### config.mk
export PLATFORM = sky130hd
export DESIGN_NAME = integer_string_parser_flat
export DESIGN_NICKNAME = d
export VERILOG_FILES = /design/src/hdl/isp_pkg.sv /design/src/hdl/isp_if.sv /design/src/hdl/integer_string_parser.sv /design/src/hdl/isp_char_stage.sv /design/src/hdl/isp_parse_core.sv /design/src/hdl/isp_result_reg.sv /design/src/flat_wrapper.sv
export SDC_FILE = /design/constraint.sdc
export NUM_CORES = 1
export LEC_CHECK = 0
export BUFFER_PORTS_ARGS = -buffer_cell sky130_fd_sc_hd__buf_2
export CORE_MARGIN = 8
export CORE_UTILIZATION = 25
export DETAILED_ROUTE_END_ITERATION = 10
export GPL_TIMING_DRIVEN = 0
export PLACE_DENSITY_LB_ADDON = 0.3
export SLEW_MARGIN = 20
export SYNTH_ARGS = -nofsm -noshare
export SYNTH_HDL_FRONTEND = slang
export SYNTH_SLANG_ARGS = --single-unit
### constraint.sdc
create_clock -name clk -period 8.5 [get_ports clk]
set_input_delay 1.7 -clock clk [delete_from_list [all_inputs] [get_ports clk]]
set_output_delay 1.7 -clock clk [all_outputs]
set_load 0.005 [all_outputs]
### src/hdl/isp_pkg.sv
// types, constants and helper functions for the integer string parser
`timescale 1ns / 1ps

package isp_pkg;

    localparam int VALUE_WIDTH  = 64;
    localparam int OFFSET_WIDTH = 16;
    localparam int BASE_WIDTH   = 6;
    localparam int DIGIT_WIDTH  = 6;
    localparam int CHAR_WIDTH   = 8;

    // marks a byte that is no digit at all; above every real digit value
    localparam logic [DIGIT_WIDTH-1:0] DIGIT_NONE = '1;

    localparam logic [CHAR_WIDTH-1:0] CH_NUL     = 8'h00;
    localparam logic [CHAR_WIDTH-1:0] CH_TAB     = 8'h09;
    localparam logic [CHAR_WIDTH-1:0] CH_LF      = 8'h0A;
    localparam logic [CHAR_WIDTH-1:0] CH_CR      = 8'h0D;
    localparam logic [CHAR_WIDTH-1:0] CH_SPACE   = 8'h20;
    localparam logic [CHAR_WIDTH-1:0] CH_PLUS    = 8'h2B;
    localparam logic [CHAR_WIDTH-1:0] CH_MINUS   = 8'h2D;
    localparam logic [CHAR_WIDTH-1:0] CH_ZERO    = 8'h30;
    localparam logic [CHAR_WIDTH-1:0] CH_NINE    = 8'h39;
    localparam logic [CHAR_WIDTH-1:0] CH_UPPER_A = 8'h41;
    localparam logic [CHAR_WIDTH-1:0] CH_UPPER_X = 8'h58;
    localparam logic [CHAR_WIDTH-1:0] CH_UPPER_Z = 8'h5A;
    localparam logic [CHAR_WIDTH-1:0] CH_LOWER_A = 8'h61;
    localparam logic [CHAR_WIDTH-1:0] CH_LOWER_X = 8'h78;
    localparam logic [CHAR_WIDTH-1:0] CH_LOWER_Z = 8'h7A;
    localparam logic [CHAR_WIDTH-1:0] LETTER_OFFSET = 8'd10;

    localparam logic [BASE_WIDTH-1:0] BASE_AUTO = 6'd0;
    localparam logic [BASE_WIDTH-1:0] BASE_OCT  = 6'd8;
    localparam logic [BASE_WIDTH-1:0] BASE_DEC  = 6'd10;
    localparam logic [BASE_WIDTH-1:0] BASE_HEX  = 6'd16;

    typedef enum logic
    {
        REG_NUMBER_BASE = 1'b0,
        REG_SIGNED_MODE = 1'b1
    } reg_index_t;

    typedef enum logic [2:0]
    {
        PH_SPACE,
        PH_SIGNED,
        PH_ZERO,
        PH_DIGITS,
        PH_DONE
    } phase_t;

    typedef struct packed
    {
        logic [VALUE_WIDTH-1:0]  parsed_value;
        logic [OFFSET_WIDTH-1:0] end_offset;
    } result_t;

    function automatic logic [DIGIT_WIDTH-1:0] digit_value(input logic [CHAR_WIDTH-1:0] b);
        logic [DIGIT_WIDTH-1:0] d;
        d = DIGIT_NONE;
        if (b inside {[CH_ZERO:CH_NINE]})
        begin
            d = DIGIT_WIDTH'(b - CH_ZERO);
        end
        else if (b inside {[CH_LOWER_A:CH_LOWER_Z]})
        begin
            d = DIGIT_WIDTH'(b - CH_LOWER_A + LETTER_OFFSET);
        end
        else if (b inside {[CH_UPPER_A:CH_UPPER_Z]})
        begin
            d = DIGIT_WIDTH'(b - CH_UPPER_A + LETTER_OFFSET);
        end
        return d;
    endfunction

    // count plus one or two, holding at all ones
    function automatic logic [OFFSET_WIDTH-1:0] sat_add(input logic [OFFSET_WIDTH-1:0] cnt,
                                                        input logic [1:0] n);
        logic [OFFSET_WIDTH:0] s;
        s = {1'b0, cnt} + (OFFSET_WIDTH + 1)'(n);
        return s[OFFSET_WIDTH] ? {OFFSET_WIDTH{1'b1}} : s[OFFSET_WIDTH-1:0];
    endfunction

endpackage

### src/hdl/isp_if.sv
// valid/ready channel interfaces for characters in and results out
`timescale 1ns / 1ps

interface isp_char_if;
    logic                            valid;
    logic                            ready;
    logic [isp_pkg::CHAR_WIDTH-1:0]  char_byte;

    modport source (output valid, output char_byte, input ready);
    modport sink   (input valid, input char_byte, output ready);
endinterface

interface isp_result_if;
    logic                             valid;
    logic                             ready;
    logic [isp_pkg::VALUE_WIDTH-1:0]  parsed_value;
    logic [isp_pkg::OFFSET_WIDTH-1:0] end_offset;

    modport source (output valid, output parsed_value, output end_offset, input ready);
    modport sink   (input valid, input parsed_value, input end_offset, output ready);
endinterface

### src/hdl/integer_string_parser.sv
// integer string parser: one character a cycle in, one result per zero-terminated string
// a terminator is registered in the input stage, and its result in the output register
// throughput: one character per cycle; the only stall is a terminator meeting a held result
// the single multiply-add of accumulator by base sits between input and state registers
// reset clears the parse state and both handshakes; number_base resets to 0, signed_mode to 1
`timescale 1ns / 1ps

module integer_string_parser
(
    input  logic                           clk,
    input  logic                           rst_n,
    isp_char_if.sink                       char_in,
    isp_result_if.source                   result_out,
    input  logic                           wr_en,
    input  logic                           wr_index,
    input  logic [isp_pkg::BASE_WIDTH-1:0] wr_data
);

    logic [isp_pkg::BASE_WIDTH-1:0] number_base_reg;
    logic                           signed_mode_reg;
    logic                           byte_valid;
    logic [isp_pkg::CHAR_WIDTH-1:0] byte_data;
    logic                           advance;
    logic                           res_valid;
    isp_pkg::result_t               res_data;

    always_ff @(posedge clk or negedge rst_n)
    begin
        if (!rst_n)
        begin
            number_base_reg <= isp_pkg::BASE_AUTO;
            signed_mode_reg <= 1'b1;
        end
        else if (wr_en)
        begin
            case (wr_index)
                isp_pkg::REG_NUMBER_BASE: number_base_reg <= wr_data;
                isp_pkg::REG_SIGNED_MODE: signed_mode_reg <= wr_data[0];
                default:
                begin
                end
            endcase
        end
    end

    // a terminator waits while the previous result is still held
    assign advance = byte_valid &&
                     !(byte_data == isp_pkg::CH_NUL && result_out.valid && !result_out.ready);

    isp_char_stage u_char_stage
    (
        .clk        (clk),
        .rst_n      (rst_n),
        .char_in    (char_in),
        .advance    (advance),
        .byte_valid (byte_valid),
        .byte_data  (byte_data)
    );

    isp_parse_core u_parse_core
    (
        .clk         (clk),
        .rst_n       (rst_n),
        .step        (advance),
        .byte_data   (byte_data),
        .number_base (number_base_reg),
        .signed_mode (signed_mode_reg),
        .res_valid   (res_valid),
        .res_data    (res_data)
    );

    isp_result_reg u_result_reg
    (
        .clk        (clk),
        .rst_n      (rst_n),
        .load       (res_valid),
        .load_data  (res_data),
        .result_out (result_out)
    );

endmodule

### src/hdl/isp_char_stage.sv
// input register holding one character between the channel and the parse logic
`timescale 1ns / 1ps

module isp_char_stage
(
    input  logic                           clk,
    input  logic                           rst_n,
    isp_char_if.sink                       char_in,
    input  logic                           advance,
    output logic                           byte_valid,
    output logic [isp_pkg::CHAR_WIDTH-1:0] byte_data
);

    logic                           valid_reg;
    logic [isp_pkg::CHAR_WIDTH-1:0] data_reg;
    logic                           load;

    assign char_in.ready = !valid_reg || advance;
    assign load          = char_in.valid && char_in.ready;

    always_ff @(posedge clk or negedge rst_n)
    begin
        if (!rst_n)
        begin
            valid_reg <= 1'b0;
        end
        else if (load)
        begin
            valid_reg <= 1'b1;
        end
        else if (advance)
        begin
            valid_reg <= 1'b0;
        end
    end

    always_ff @(posedge clk)
    begin
        if (load)
        begin
            data_reg <= char_in.char_byte;
        end
    end

    assign byte_valid = valid_reg;
    assign byte_data  = data_reg;

endmodule

### src/hdl/isp_parse_core.sv
// parse state and the per-character update: whitespace, sign, prefix, digits
`timescale 1ns / 1ps

module isp_parse_core
(
    input  logic                           clk,
    input  logic                           rst_n,
    input  logic                           step,
    input  logic [isp_pkg::CHAR_WIDTH-1:0] byte_data,
    input  logic [isp_pkg::BASE_WIDTH-1:0] number_base,
    input  logic                           signed_mode,
    output logic                           res_valid,
    output isp_pkg::result_t               res_data
);

    isp_pkg::phase_t                  phase_reg, phase_next;
    logic [isp_pkg::BASE_WIDTH-1:0]   base_reg, base_next;
    logic                             neg_reg, neg_next;
    logic [isp_pkg::VALUE_WIDTH-1:0]  acc_reg, acc_next;
    logic [isp_pkg::OFFSET_WIDTH-1:0] cnt_reg, cnt_next;

    isp_pkg::phase_t                  work_phase;
    logic [isp_pkg::OFFSET_WIDTH-1:0] work_cnt;
    logic                             prefix_x;
    logic                             start;
    logic                             take;
    logic [isp_pkg::BASE_WIDTH-1:0]   take_base;
    logic [isp_pkg::DIGIT_WIDTH-1:0]  digit;
    logic [isp_pkg::VALUE_WIDTH-1:0]  product;

    assign digit   = isp_pkg::digit_value(byte_data);
    assign product = acc_reg * isp_pkg::VALUE_WIDTH'(take_base);

    // base used by the digit path: picked at the first byte after whitespace and any sign
    always_comb
    begin
        take_base = base_reg;
        if (phase_reg == isp_pkg::PH_SPACE || phase_reg == isp_pkg::PH_SIGNED)
        begin
            take_base = (number_base == isp_pkg::BASE_AUTO) ? isp_pkg::BASE_DEC : number_base;
        end
    end

    always_comb
    begin
        phase_next = phase_reg;
        base_next  = base_reg;
        neg_next   = neg_reg;
        acc_next   = acc_reg;
        cnt_next   = cnt_reg;
        work_phase = phase_reg;
        work_cnt   = cnt_reg;
        prefix_x   = 1'b0;
        start      = 1'b0;
        take       = 1'b0;
        res_valid  = 1'b0;
        res_data.parsed_value = neg_reg ? (isp_pkg::VALUE_WIDTH'(0) - acc_reg) : acc_reg;
        res_data.end_offset   = cnt_reg;

        if (step)
        begin
            // a pending leading zero resolves into a hex prefix or an ordinary digit
            if (phase_reg == isp_pkg::PH_ZERO)
            begin
                if (byte_data == isp_pkg::CH_LOWER_X || byte_data == isp_pkg::CH_UPPER_X)
                begin
                    prefix_x   = 1'b1;
                    cnt_next   = isp_pkg::sat_add(cnt_reg, 2'd2);
                    base_next  = isp_pkg::BASE_HEX;
                    phase_next = isp_pkg::PH_DIGITS;
                end
                else
                begin
                    work_cnt   = isp_pkg::sat_add(cnt_reg, 2'd1);
                    work_phase = isp_pkg::PH_DIGITS;
                    cnt_next   = work_cnt;
                    phase_next = isp_pkg::PH_DIGITS;
                end
            end

            if (!prefix_x)
            begin
                if (byte_data == isp_pkg::CH_NUL)
                begin
                    res_valid           = 1'b1;
                    res_data.end_offset = work_cnt;
                    phase_next          = isp_pkg::PH_SPACE;
                    base_next           = '0;
                    neg_next            = 1'b0;
                    acc_next            = '0;
                    cnt_next            = '0;
                end
                else
                begin
                    case (work_phase)
                        isp_pkg::PH_SPACE:
                        begin
                            if (byte_data inside {isp_pkg::CH_SPACE, isp_pkg::CH_TAB,
                                                  isp_pkg::CH_LF, isp_pkg::CH_CR})
                            begin
                                cnt_next = isp_pkg::sat_add(work_cnt, 2'd1);
                            end
                            else if (byte_data == isp_pkg::CH_MINUS && signed_mode)
                            begin
                                neg_next   = 1'b1;
                                cnt_next   = isp_pkg::sat_add(work_cnt, 2'd1);
                                phase_next = isp_pkg::PH_SIGNED;
                            end
                            else if (byte_data == isp_pkg::CH_PLUS)
                            begin
                                cnt_next   = isp_pkg::sat_add(work_cnt, 2'd1);
                                phase_next = isp_pkg::PH_SIGNED;
                            end
                            else
                            begin
                                start = 1'b1;
                            end
                        end
                        isp_pkg::PH_SIGNED:
                        begin
                            start = 1'b1;
                        end
                        isp_pkg::PH_DIGITS:
                        begin
                            take = 1'b1;
                        end
                        default:
                        begin
                        end
                    endcase

                    if (start)
                    begin
                        if (number_base == isp_pkg::BASE_AUTO)
                        begin
                            if (byte_data == isp_pkg::CH_ZERO)
                            begin
                                base_next  = isp_pkg::BASE_OCT;
                                phase_next = isp_pkg::PH_ZERO;
                            end
                            else
                            begin
                                base_next = isp_pkg::BASE_DEC;
                                take      = 1'b1;
                            end
                        end
                        else
                        begin
                            base_next = number_base;
                            if (number_base == isp_pkg::BASE_HEX && byte_data == isp_pkg::CH_ZERO)
                            begin
                                phase_next = isp_pkg::PH_ZERO;
                            end
                            else
                            begin
                                take = 1'b1;
                            end
                        end
                    end

                    if (take)
                    begin
                        if (digit < take_base)
                        begin
                            acc_next   = product + isp_pkg::VALUE_WIDTH'(digit);
                            cnt_next   = isp_pkg::sat_add(work_cnt, 2'd1);
                            phase_next = isp_pkg::PH_DIGITS;
                        end
                        else
                        begin
                            phase_next = isp_pkg::PH_DONE;
                        end
                    end
                end
            end
        end
    end

    always_ff @(posedge clk or negedge rst_n)
    begin
        if (!rst_n)
        begin
            phase_reg <= isp_pkg::PH_SPACE;
            base_reg  <= '0;
            neg_reg   <= 1'b0;
            acc_reg   <= '0;
            cnt_reg   <= '0;
        end
        else
        begin
            phase_reg <= phase_next;
            base_reg  <= base_next;
            neg_reg   <= neg_next;
            acc_reg   <= acc_next;
            cnt_reg   <= cnt_next;
        end
    end

endmodule

### src/hdl/isp_result_reg.sv
// output register for finished results, held until the sink takes the transfer
`timescale 1ns / 1ps

module isp_result_reg
(
    input  logic             clk,
    input  logic             rst_n,
    input  logic             load,
    input  isp_pkg::result_t load_data,
    isp_result_if.source     result_out
);

    logic             valid_reg;
    isp_pkg::result_t data_reg;

    always_ff @(posedge clk or negedge rst_n)
    begin
        if (!rst_n)
        begin
            valid_reg <= 1'b0;
        end
        else if (load)
        begin
            valid_reg <= 1'b1;
        end
        else if (result_out.ready)
        begin
            valid_reg <= 1'b0;
        end
    end

    always_ff @(posedge clk)
    begin
        if (load)
        begin
            data_reg <= load_data;
        end
    end

    assign result_out.valid        = valid_reg;
    assign result_out.parsed_value = data_reg.parsed_value;
    assign result_out.end_offset   = data_reg.end_offset;

endmodule

### src/flat_wrapper.sv
// flat-port wrapper written by rule: the top's interface ports become plain ports
module integer_string_parser_flat 
  (clk, rst_n, wr_en, wr_index, wr_data, char_in_valid, char_in_char_byte, char_in_ready, result_out_valid, result_out_parsed_value, result_out_end_offset, result_out_ready);
  isp_char_if char_in_i ();
  isp_result_if result_out_i ();
  input  logic clk;
  input  logic rst_n;
  input  logic wr_en;
  input  logic wr_index;
  input  logic [isp_pkg::BASE_WIDTH-1:0] wr_data;
  input wire logic [$bits(char_in_i.valid)-1:0] char_in_valid;
  input wire logic [$bits(char_in_i.char_byte)-1:0] char_in_char_byte;
  output wire logic [$bits(char_in_i.ready)-1:0] char_in_ready;
  output wire logic [$bits(result_out_i.valid)-1:0] result_out_valid;
  output wire logic [$bits(result_out_i.parsed_value)-1:0] result_out_parsed_value;
  output wire logic [$bits(result_out_i.end_offset)-1:0] result_out_end_offset;
  input wire logic [$bits(result_out_i.ready)-1:0] result_out_ready;
  assign char_in_i.valid = char_in_valid;
  assign char_in_i.char_byte = char_in_char_byte;
  assign char_in_ready = char_in_i.ready;
  assign result_out_valid = result_out_i.valid;
  assign result_out_parsed_value = result_out_i.parsed_value;
  assign result_out_end_offset = result_out_i.end_offset;
  assign result_out_i.ready = result_out_ready;
  integer_string_parser u_core (.clk(clk), .rst_n(rst_n), .char_in(char_in_i), .result_out(result_out_i), .wr_en(wr_en), .wr_index(wr_index), .wr_data(wr_data));
endmodule
# Word level (Yosys, flattened, before mapping)
# Cells that the tools add are included.
# Widths: inputs -> output; s select.
[totals] reg_bits=187 in_bits=20 elab_cells=157
[op_classes] addsub=10 multipliers=1 order_cmp=7 eq_ne=15 muxes=80 bitwise_logic=2 reduce_logical=30
[ops] op="$mux 16" n=19
[ops] op="$mux 64" n=4
[ops] op="$mux 6" n=11
[ops] op="$add 64x6->64" n=1
[ops] op="$mul 64x6->64" n=1
[ops] op="$sub 1x64->64 const A" n=1
[ops] op="$mux 3" n=16
[ops] op="$add 16x1->17 const B" n=2
[ops] op="$eq 8x6->1 const B" n=4
[ops] op="$mux 1" n=28
[ops] op="$eq 8x4->1 const B" n=3
[ops] op="$add 16x2->17 const B" n=1
[ops] op="$eq 8x7->1 const B" n=2
[ops] op="$ge 8x7->1 const B" n=2
[ops] op="$le 8x7->1 const B" n=2
[ops] op="$add 6x4->6 const B" n=2
[ops] op="$reduce_bool 2->1" n=6
[ops] op="$sub 6x6->6 const B" n=2
[ops] op="$logic_and 1x1->1" n=9
[ops] op="$ge 8x6->1 const B" n=1
[ops] op="$le 8x6->1 const B" n=1
[ops] op="$logic_not 8->1" n=1
[ops] op="$eq 3x1->1 const B" n=2
[ops] op="$eq 3x2->1 const B" n=2
[ops] op="15 further kinds" n=22

# Depth between registers and ports, before layout
# Gate-level depths: netlist (run 1).
[logic_depth] depth_word=18 depth_mapped=27 mapped_depth_nobuf=26

# Cells and area by module
# Synthesis (run 1) repeated with hierarchy kept, for this count alone.
[hier_totals] cells_unflattened=2417 area_unflattened_um2=22411.5
[modules_own_cells] mod="isp_parse_core" instances=1 cells_each=2300 area_per_inst_um2=19343.6 seq_area_each_um2=2252.2
[modules_own_cells] mod="isp_result_reg" instances=1 cells_each=83 area_per_inst_um2=2438.6 seq_area_each_um2=2427.3
[modules_own_cells] mod="integer_string_parser" instances=1 cells_each=22 area_per_inst_um2=335.3 seq_area_each_um2=176.4
[modules_own_cells] mod="isp_char_stage" instances=1 cells_each=12 area_per_inst_um2=294.0 seq_area_each_um2=265.3

# Worst setup path before layout (run 1)
# OpenSTA, ideal clock, no wires.
[synth_path] kind="reg2reg" from="reg u_core.number_base_reg[1] in the netlist's numbering" to="reg u_core.u_parse_core.acc_reg[57] in the netlist's numbering" t_arrival_ns=6.919 required_ns=8.367 setup_slack_ns=1.448 stages_incl_launch_ff=26 n_path_buf=1 period_less_slack_ns=7.052 path_cell_list="dfrtp_1 > or4_1 > nor3_1 > nor2_1 > a21oi_1 > clkbuf_1 > nand2_1 > fa_1 > fa_1 > inv_1 > fa_1 > inv_1 > fa_1 > inv_1 > ha_1 > a21o_1 > a21oi_1 > a2111oi_0 > o31ai_1 > o21ai_0 > a21oi_1 > o41ai_1 > a21oi_1 > o31ai_1 > xnor2_1 > o21ai_0"
[synth_via] elab_chain_len=10 word_cells_on_any_way=20 classes_between="add/sub: 1; mul: 1; order compare: 1; eq/ne: 1; mux: 11; reduce/logical: 5"
[synth_lines] element="start, declared" line_no="integer_string_parser.sv:19" source="logic [isp_pkg::BASE_WIDTH-1:0] number_base_reg;"
[synth_lines] element="start signal, assigned" line_no="integer_string_parser.sv:31" source="number_base_reg <= isp_pkg::BASE_AUTO;"
[synth_lines] element="start signal, assigned" line_no="integer_string_parser.sv:37" source="isp_pkg::REG_NUMBER_BASE: number_base_reg <= wr_data;"
[synth_lines] element="parallel branches: the longest is 10 deep, another holds $mul 64x6->64"
[synth_lines] element="end signal, assigned" line_no="isp_parse_core.sv:194" source="acc_reg <= acc_next;"
[synth_lines] element="end, declared" line_no="isp_parse_core.sv:19" source="logic [isp_pkg::VALUE_WIDTH-1:0] acc_reg, acc_next;"
# Several ways; the timed one is not identified. The select of a mux whose other input is x is not followed.
# A chain may end at the register's enable or synchronous reset.

# Worst setup path in the final report (run 1)
[layout_path] from="reg u_core.number_base_reg[2] in the netlist's numbering" to="reg u_core.u_parse_core.acc_reg[62] in the netlist's numbering"
# The elaborated chain is that of the path after synthesis.

==> results of run 1 <==
-- layer usage --
layer	part of all wire [%]	GRT usage (%)
met1	48	21.6
met2	43	22.6
met3	6.1	3.07
met4	2.6	4.56
met5	0	0
-- worst min-delay path, cell delays in order, from the launching register on --
cell     delay, ns
dfrtp_1       0.35
nand2_1       0.04
o21ai_0       0.07
-- cell families (layout without fill, tap and decap cells) --
| logic type | after synthesis | in the layout | share of synthesized area (%) |
|---|---|---|---|
| flops | 187 | 187 | 23.2 |
| mux | 17 | 17 | 0.846 |
| simple gates | 870 | 870 | 20.8 |
| fa+ha+maj | 385 | 385 | 30.0 |
| compound gates | 524 | 524 | 14.9 |
| buf+inv | 258 | 395 | 4.46 |
| xor+xnor | 144 | 144 | 5.72 |
-- cell type report --
cell class | count | area (um^2) | share of cell area [%]
plain buffers | 166 | 641 | 2.59
clock buffers | 19 | 443 | 1.79
repair buffers | 105 | 593 | 2.40
clock inverters | 13 | 126 | 0.511
flip-flops and latches | 187 | 5120 | 20.7
inverters | 92 | 350 | 1.42
well taps | 1165 | 1460 | 5.90
multi-input cells | 1940 | 16000 | 64.7
-- Yosys cell counts, types with 15 or more instances --
master    count
nand4_1      22
ha_1        145
or3_1        18
a21oi_1     130
nand3_1      39
fa_1        240
xor2_1       32
a21o_1       35
dfrtp_1      98
a31oi_1      21
o21bai_1     15
inv_1        91
xnor2_1     112
nor3_1       27
o21ai_0     161
nor2_1      109
and2_1      335
clkbuf_1    157
o221ai_1     15
edfxtp_1     88
o31ai_1      29
o211ai_1     16
nand2_1     230
-- path summary, 6_finish.rpt --
kind	start	endpoint	depth (start not counted)	slack, ns
setup / recovery	u_core.number_base_reg[2]	u_core.u_parse_core.acc_reg[62]	25	0.37
hold / removal	u_core.u_parse_core.base_reg[4]	u_core.u_parse_core.base_reg[4]	2	0.49
setup reg to reg	u_core.number_base_reg[2]	u_core.u_parse_core.acc_reg[62]	25	0.37
hold reg to reg	u_core.u_parse_core.base_reg[4]	u_core.u_parse_core.base_reg[4]	2	0.49
max in group asynchronous	rst_n	u_core.u_parse_core.acc_reg[29]	2	6.61
min in group asynchronous	rst_n	u_core.number_base_reg[2]	1	1.12
-- repair_timing --
item	in CTS	in global routing
gates cloned	0	0
setup endpoints to repair	10	5
gates resized for setup	6	3
-- metrics by stage --
step | instance area, um^2 | setup TNS (ns) | worst slack (ns) | hold WS (ns)
after CTS | 24700 | 0 | 0.0148 | 0.499
after global routing | 24700 | 0 | 0.0478 | 0.536
final | 24700 | 0 | 0.371 | 0.495
after global placement | 24000 | -7.19 | -1.06 | 0.470
after floorplan | 22000 | 0 | 1.45 | 0.446
after detailed placement | 24100 | -4.27 | -0.802 | 0.477
==> impl_metrics.yaml, run 1 <==
synthesis:
  synthesis.nets: 2790
  yosysSeqAreaShare_pct: 23.2
  synth-warning-count: 0
  syn_avg_cell_area_um2: 9.24
  synthArstFlopShare_pct: 52.9
  synth.distinct_cells: 78
  ys_ff_latch: 187
  yosys_most_used_dff: "dfrtp_1"
  yosysTopAreaCellShare_pct: 21.8
  syn_inst: 2385
  synth_edf_count: 88
  synth_area_leader_cell: "fa_1"
  syn_area_um2: 22000
  synthTopCellsByArea: "fa_1 (22%), edfxtp_1 (12%), dfrtp_1 (11%)"
sta:
  worstMarginPinSlew_ns: 1.14
  post-route-period-util_pct: 95.6
  setup_viol: 0
  finalMaxSlewViolations: 0
  fmax_mhz: 123
  clock_skew_ns: 0.0223
  hold_violations: 0
  rsz0062_at_grt: "no"
  fin_crit_ns: 8.13
  slew_headroom_pct: 24.0
drt:
  drt-total-wl_um: 74000
  wl_per_cell_um: 20.1
  postRouteAntennaNets: 0
  drt_iter0_drc: 1422
  firstDrtPassIters: 6
  drcViolationCount: 0
  vias: 18400
  routed_via_density: 5.00
floorplanning:
  dieWidth_um: 313
  initial_core_util_pct: 25.1
  fp.coreArea_um2: 87800
  row_count: 109
  fp.dieH_um: 313
  die_area_um2: 97900
  io_pins: 102
cells_and_area:
  syn2layout_area_growth_pct: 12.2
  final_cells: 3687
  final_core_util_pct: 28.1
  layout.nets: 2914
  n_antenna_cell: 0
  mostFrequentLayoutCells: "and2_1 (335), fa_1 (240), nand2_1 (230)"
  drive_gt1_share_pct: 7.65
  fill_cells: 9527
  layout_commonest_cell: "and2_1"
clocking:
  hold_buffers: 0
  cts.clk_slew.worst_paths_ns: 0.09
  cts-root-buf: "clkbuf_16"
  htreeDepth: 4
  clock_latency_ns: 0.51
  cts_tree: "done"
  postCtsSetupRepairBufs: 0
  cts_made_buffers: 17
  cts_sinks: 187
  ctsLongestPathBuffers: 2
critical_path:
  cp.buffers_inverters: 4
  path_delay_family: "compound AO/OA/AOI/OAI gates"
  arrival_ns: 8.49
  crit_required_ns: 8.86
  crit_path_frequent_cell: "fa_1"
  crit_path_max_incr_delay_ns: 0.81
  critPathKind: "flop to flop"
  end_kind: "flop"
  cp_slowest_cell: "a221oi_1"
  startpoint_type: "flop"
  cp_max_fo: 10
global_route:
  grt_max_degree: 64
  grt_pass1_vias: 18800
  grtUsageTotal_pct: 15.0
  overflow: 0
  antenna_found_initial: 2
  grt_pass1_wl_um: 115000
status:
  status: "completed"
placed_design:
  place.port_buffers: 101
  dp_hpwl_um: 56400
  gp_congestion: 0.880
  placed_cells_incl_taps: 3654
worst_hold_path:
  hold_class: "flop to flop"
run:
  maxCapViolCount: 0
Power of run 1 is left out: the tool's default activity adds up to more than one toggle a clock period on the data nets, which glitch-free logic cannot reach.
==> inputs of run 2 (changes only) <==
==> constraint.sdc (replaced) <==
create_clock -name clk -period 8.5 [get_ports clk]
set_input_delay 0.425 -clock clk [delete_from_list [all_inputs] [get_ports clk]]
set_output_delay 0.425 -clock clk [all_outputs]
set_load 0.005 [all_outputs]
==> impl_metrics.yaml, run 2 (synthesis results as in run 1) <==
sta:
  clock_skew_ns: 0.0245
  setup_viol: 0
  worstMarginPinSlew_ns: 1.11
  finalMaxSlewViolations: 0
  fmax_mhz: 124
  hold_violations: 0
  fin_crit_ns: 8.08
  post-route-period-util_pct: 95.0
  rsz0062_at_grt: "no"
  slew_headroom_pct: 25.8
placed_design:
  place_area_um2: 24100
  dp_hpwl_um: 56400
  place.port_buffers: 101
  gp_congestion: 0.880
drt:
  vias: 18400
  drt_iter0_drc: 1465
  drcViolationCount: 0
  wl_per_cell_um: 20.1
  firstDrtPassIters: 5
  postRouteAntennaNets: 0
  drt-total-wl_um: 74100
  routed_via_density: 5.00
clocking:
  clock_latency_ns: 0.51
  cts_sinks: 187
  cts_made_buffers: 17
  ctsLongestPathBuffers: 2
  cts.clk_slew.worst_paths_ns: 0.09
  postCtsSetupRepairBufs: 0
  cts-root-buf: "clkbuf_16"
  cts_tree: "done"
  htreeDepth: 4
run:
  maxCapViolCount: 0
global_route:
  grt_pass1_vias: 18800
  grt_max_degree: 64
  antenna_found_initial: 2
  grt_pass1_wl_um: 115000
  grtUsageTotal_pct: 15.0
  overflow: 0
critical_path:
  cp-startpoint: "u_core.number_base_reg[2]"
  rr_startpoint: "u_core.number_base_reg[2]"
  critPathKind: "flop to flop"
  crit_required_ns: 8.88
  critical_path.endpoint: "u_core.u_parse_core.acc_reg[56]"
  crit_path_max_incr_delay_ns: 0.77
  cp_max_fo: 10
  r2r_cells: 25
  end_kind: "flop"
  r2r_end: "u_core.u_parse_core.acc_reg[56]"
  crit_path_frequent_cell: "fa_1"
  startpoint_type: "flop"
  cp_slowest_cell: "a221oi_1"
  r2r_setup_slack_ns: 0.42
  arrival_ns: 8.46
floorplanning:
  initial_core_util_pct: 25.1
  fp.coreArea_um2: 87800
  die_area_um2: 97900
  fp.dieH_um: 313
  io_pins: 102
  row_count: 109
  dieWidth_um: 313
status:
  status: "completed"
cells_and_area:
  syn2layout_area_growth_pct: 12.2
  mostFrequentLayoutCells: "and2_1 (335), fa_1 (240), nand2_1 (230)"
  fin_area_um2: 24700
  drive_gt1_share_pct: 7.65
  layout_commonest_cell: "and2_1"
  layout.nets: 2915
  final_core_util_pct: 28.2
worst_hold_path:
  hold_class: "primary input to flop"
  worstHoldStart: "char_in_char_byte[7]"
run 2: changes by cell type in the layout (fill, tap and decap cells not counted):
| cell | before | now |
|---|---|---|
| dlygate4sd3_1 | 0 | 1 |
| diode_2 | 0 | 1 |
run 2: worst max-delay path: cells and delay by family (launching register included):
family          cells  cell delay, ns
simple gates        5            1.30
fa+ha+maj           5            2.46
compound gates     10            3.05
flops               1            0.45
buf+inv             4            0.53
xor+xnor            1            0.15
run 2: worst min-delay path by stage:
| stage | slack (ns) | depth (start not counted) | end |
|---|---|---|---|
| floorplan | 0.13 | 0 | u_core.number_base_reg[0] |
| global placement | 0.47 | 2 | u_core.u_parse_core.base_reg[1] |
| detailed placement | 0.39 | 1 | u_core.number_base_reg[2] |
| finish | 0.11 | 1 | u_core.u_char_stage.byte_data[7] |
| CTS | 0.08 | 1 | u_core.u_char_stage.byte_data[7] |
| global route | 0.09 | 1 | u_core.u_char_stage.byte_data[3] |
run 2: final cells by class:
class	count	area [um^2]
Clock inverter	13	126
Tap cell	1165	1460
Clock buffer	19	443
Antenna cell	1	2.50
Timing Repair Buffer	106	603
Sequential cell	187	5120
Multi-Input combinational cell	1940	16000
Buffer	166	641
Fill cell	9525	63100
Inverter	92	350
run 2: layer usage:
layer | vias up | track usage, % | share of wire, %
li1 | 8436 | - | -
met1 | 9271 | 21.6 | 48
met2 | 616 | 22.6 | 43
met3 | 104 | 3.07 | 6.4
met4 | 0 | 4.56 | 2.6
met5 | - | 0 | 0
run 2: what timing repair did:
item                                    4_1_cts  5_1_grt
endpoints found under the hold margin        35        0
hold buffers                                  1        0
endpoints found under the setup margin       10        5
resized for setup                             6        3
run 2: stage by stage:
step                      hold slack [ns]  instances  setup WS, ns  TNS, ns
after floorplan                     0.129       2385          1.45        0
after global placement              0.470       3651         -1.06    -7.19
after detailed placement            0.391       3654        -0.802    -4.27
after CTS                          0.0808       3687        0.0148        0
after global routing               0.0888       3688        0.0478        0
final                               0.112       3689         0.423        0
Power of run 2 is left out for the same reason.
==> inputs of run 3 (changes only) <==
--- a/config.mk
+++ b/config.mk
@@ -11,6 +11,7 @@
 export DETAILED_ROUTE_END_ITERATION = 10
 export GPL_TIMING_DRIVEN = 0
 export PLACE_DENSITY_LB_ADDON = 0.3
+export REMOVE_ABC_BUFFERS = 1
 export SLEW_MARGIN = 20
 export SYNTH_ARGS = -nofsm -noshare
 export SYNTH_HDL_FRONTEND = slang
==> constraint.sdc (replaced) <==
create_clock -name clk -period 8.4 [get_ports clk]
set_input_delay 0.42 -clock clk [delete_from_list [all_inputs] [get_ports clk]]
set_output_delay 0.42 -clock clk [all_outputs]
set_load 0.005 [all_outputs]
==> impl_metrics.yaml, run 3 (synthesis results as in run 1) <==
sta:
  slew_headroom_pct: 32.6
  post-route-period-util_pct: 94.6
  worstMarginPinSlew_ns: 1.01
  finalMaxSlewViolations: 0
  rsz0062_at_grt: "no"
  timing.hold.ws_ns: 0.0731
  clock_skew_ns: 0.0175
  hold_violations: 0
  finalWorstSetupSlack_ns: 0.450
  fmax_mhz: 126
  setup_viol: 0
  fin_crit_ns: 7.95
drt:
  routed_via_density: 4.85
  vias: 17100
  drt_iter0_drc: 945
  drcViolationCount: 0
  postRouteAntennaNets: 0
  firstDrtPassIters: 5
  drt-total-wl_um: 63500
  wl_per_cell_um: 18.0
critical_path:
  cp.buffers_inverters: 4
  path_delay_family: "compound AO/OA/AOI/OAI gates"
  cp_max_fo: 61
  arrival_ns: 8.33
  cp_slowest_cell: "mux2_4"
  crit_required_ns: 8.78
  critPathKind: "flop to flop"
  startpoint_type: "flop"
  cp.depth: 22
  r2r_cells: 22
  end_kind: "flop"
  crit_path_max_incr_delay_ns: 0.62
  cp_cell_sequence: "nor2_2 > mux2_4 > and2_1 > fa_1 > inv_1 > fa_1 > inv_1 > fa_1 > inv_1 > fa_1 > inv_1 > ha_1 > o2111ai_1 > a2111oi_2 > o31ai_1 > o21ai_0 > a21oi_1 > o41ai_4 > a21oi_1 > o31ai_1 > xnor2_1 > o21ai_0"
global_route:
  antenna_found_initial: 2
  grtUsageTotal_pct: 13.1
  grt_max_degree: 65
  grt_pass1_wl_um: 104000
  overflow: 0
  grt_pass1_vias: 18100
clocking:
  postCtsSetupRepairBufs: 0
  clock_latency_ns: 0.52
  cts_sinks: 187
  ctsLongestPathBuffers: 2
  htreeDepth: 4
  cts_tree: "done"
  cts.clk_slew.worst_paths_ns: 0.09
  cts_made_buffers: 17
  cts-root-buf: "clkbuf_16"
cells_and_area:
  n_antenna_cell: 0
  fill_cells: 9419
  layout_commonest_cell: "and2_1"
  syn2layout_area_growth_pct: 10.8
  mostFrequentLayoutCells: "and2_1 (335), fa_1 (240), nand2_1 (229)"
  layout.nets: 2758
  drive_gt1_share_pct: 8.41
  final_cells: 3531
placed_design:
  place.port_buffers: 101
  pre_cts_ws_ns: -0.647
  placed_cells_incl_taps: 3498
  dp_hpwl_um: 46800
  gp_congestion: 0.828
floorplanning:
  row_count: 109
  io_pins: 102
  dieWidth_um: 313
  fp.dieH_um: 313
  initial_core_util_pct: 25.1
  die_area_um2: 97900
  fp.coreArea_um2: 87800
status:
  status: "completed"
run:
  maxCapViolCount: 0
worst_hold_path:
  min_path_cells: 1
  hold_class: "primary input to flop"
==> run 3: final cells by class <==
class / count / area [um^2] / area share (%)
Clock inverter: 15 / 196 / 0.804
Tap cell: 1165 / 1460 / 5.97
Multi-Input combinational cell: 1940 / 16000 / 65.7
Sequential cell: 187 / 5120 / 21.0
Timing Repair Buffer: 115 / 827 / 3.39
Clock buffer: 17 / 425 / 1.74
Inverter: 92 / 350 / 1.43
==> run 3: final timing paths <==
| kind | startpoint | to | slack (ns) |
|---|---|---|---|
| hold reg to reg | u_core.u_parse_core.base_reg[3] | u_core.u_parse_core.base_reg[3] | 0.49 |
| hold / removal | char_in_char_byte[7] | u_core.u_char_stage.byte_data[7] | 0.07 |
| setup reg to reg | u_core.u_parse_core.phase_reg[2] | u_core.u_parse_core.acc_reg[57] | 0.45 |
| min in group asynchronous | rst_n | u_core.u_parse_core.acc_reg[27] | 0.40 |
| setup / recovery | u_core.u_parse_core.phase_reg[2] | u_core.u_parse_core.acc_reg[57] | 0.45 |
| max in group asynchronous | rst_n | u_core.signed_mode_reg | 7.23 |
==> run 3: layer usage <==
layer  up-vias  GRT usage (%)  routed length (um)
li1       8106              -                   -
met1      8624           17.7               29700
met2       324           21.5               30100
met3        72           2.54                2520
met4         0           3.48                1180
met5         -              0                   0
==> run 3: timing repair <==
item | in CTS | in global routing
resized for setup | 5 | 2
hold buffers | 1 | 0
hold endpoints to repair | 38 | 0
setup endpoints to repair | 9 | 4
==> run 3: worst reg2reg max path, cell delays in order (launching register included) <==
cell	delay, ns
dfrtp_1	0.47
nor2_2	0.60
mux2_4	0.62
and2_1	0.32
fa_1	0.53
inv_1	0.05
fa_1	0.48
inv_1	0.07
fa_1	0.53
inv_1	0.06
fa_1	0.53
inv_1	0.04
ha_1	0.36
o2111ai_1	0.24
a2111oi_2	0.56
o31ai_1	0.21
o21ai_0	0.36
a21oi_1	0.31
o41ai_4	0.57
a21oi_1	0.22
o31ai_1	0.40
xnor2_1	0.18
o21ai_0	0.09
==> run 3: metrics by stage <==
step                cell area (um^2)  setup TNS, ns  utilization (%)
floorplan                      21400              0                -
global placement               23400        -232.68             26.6
detailed placement             23800          -2.63             27.0
CTS                            24400              0             27.8
global route                   24400              0             27.8
finish                         24400              0             27.8
Power of run 3 is left out for the same reason.
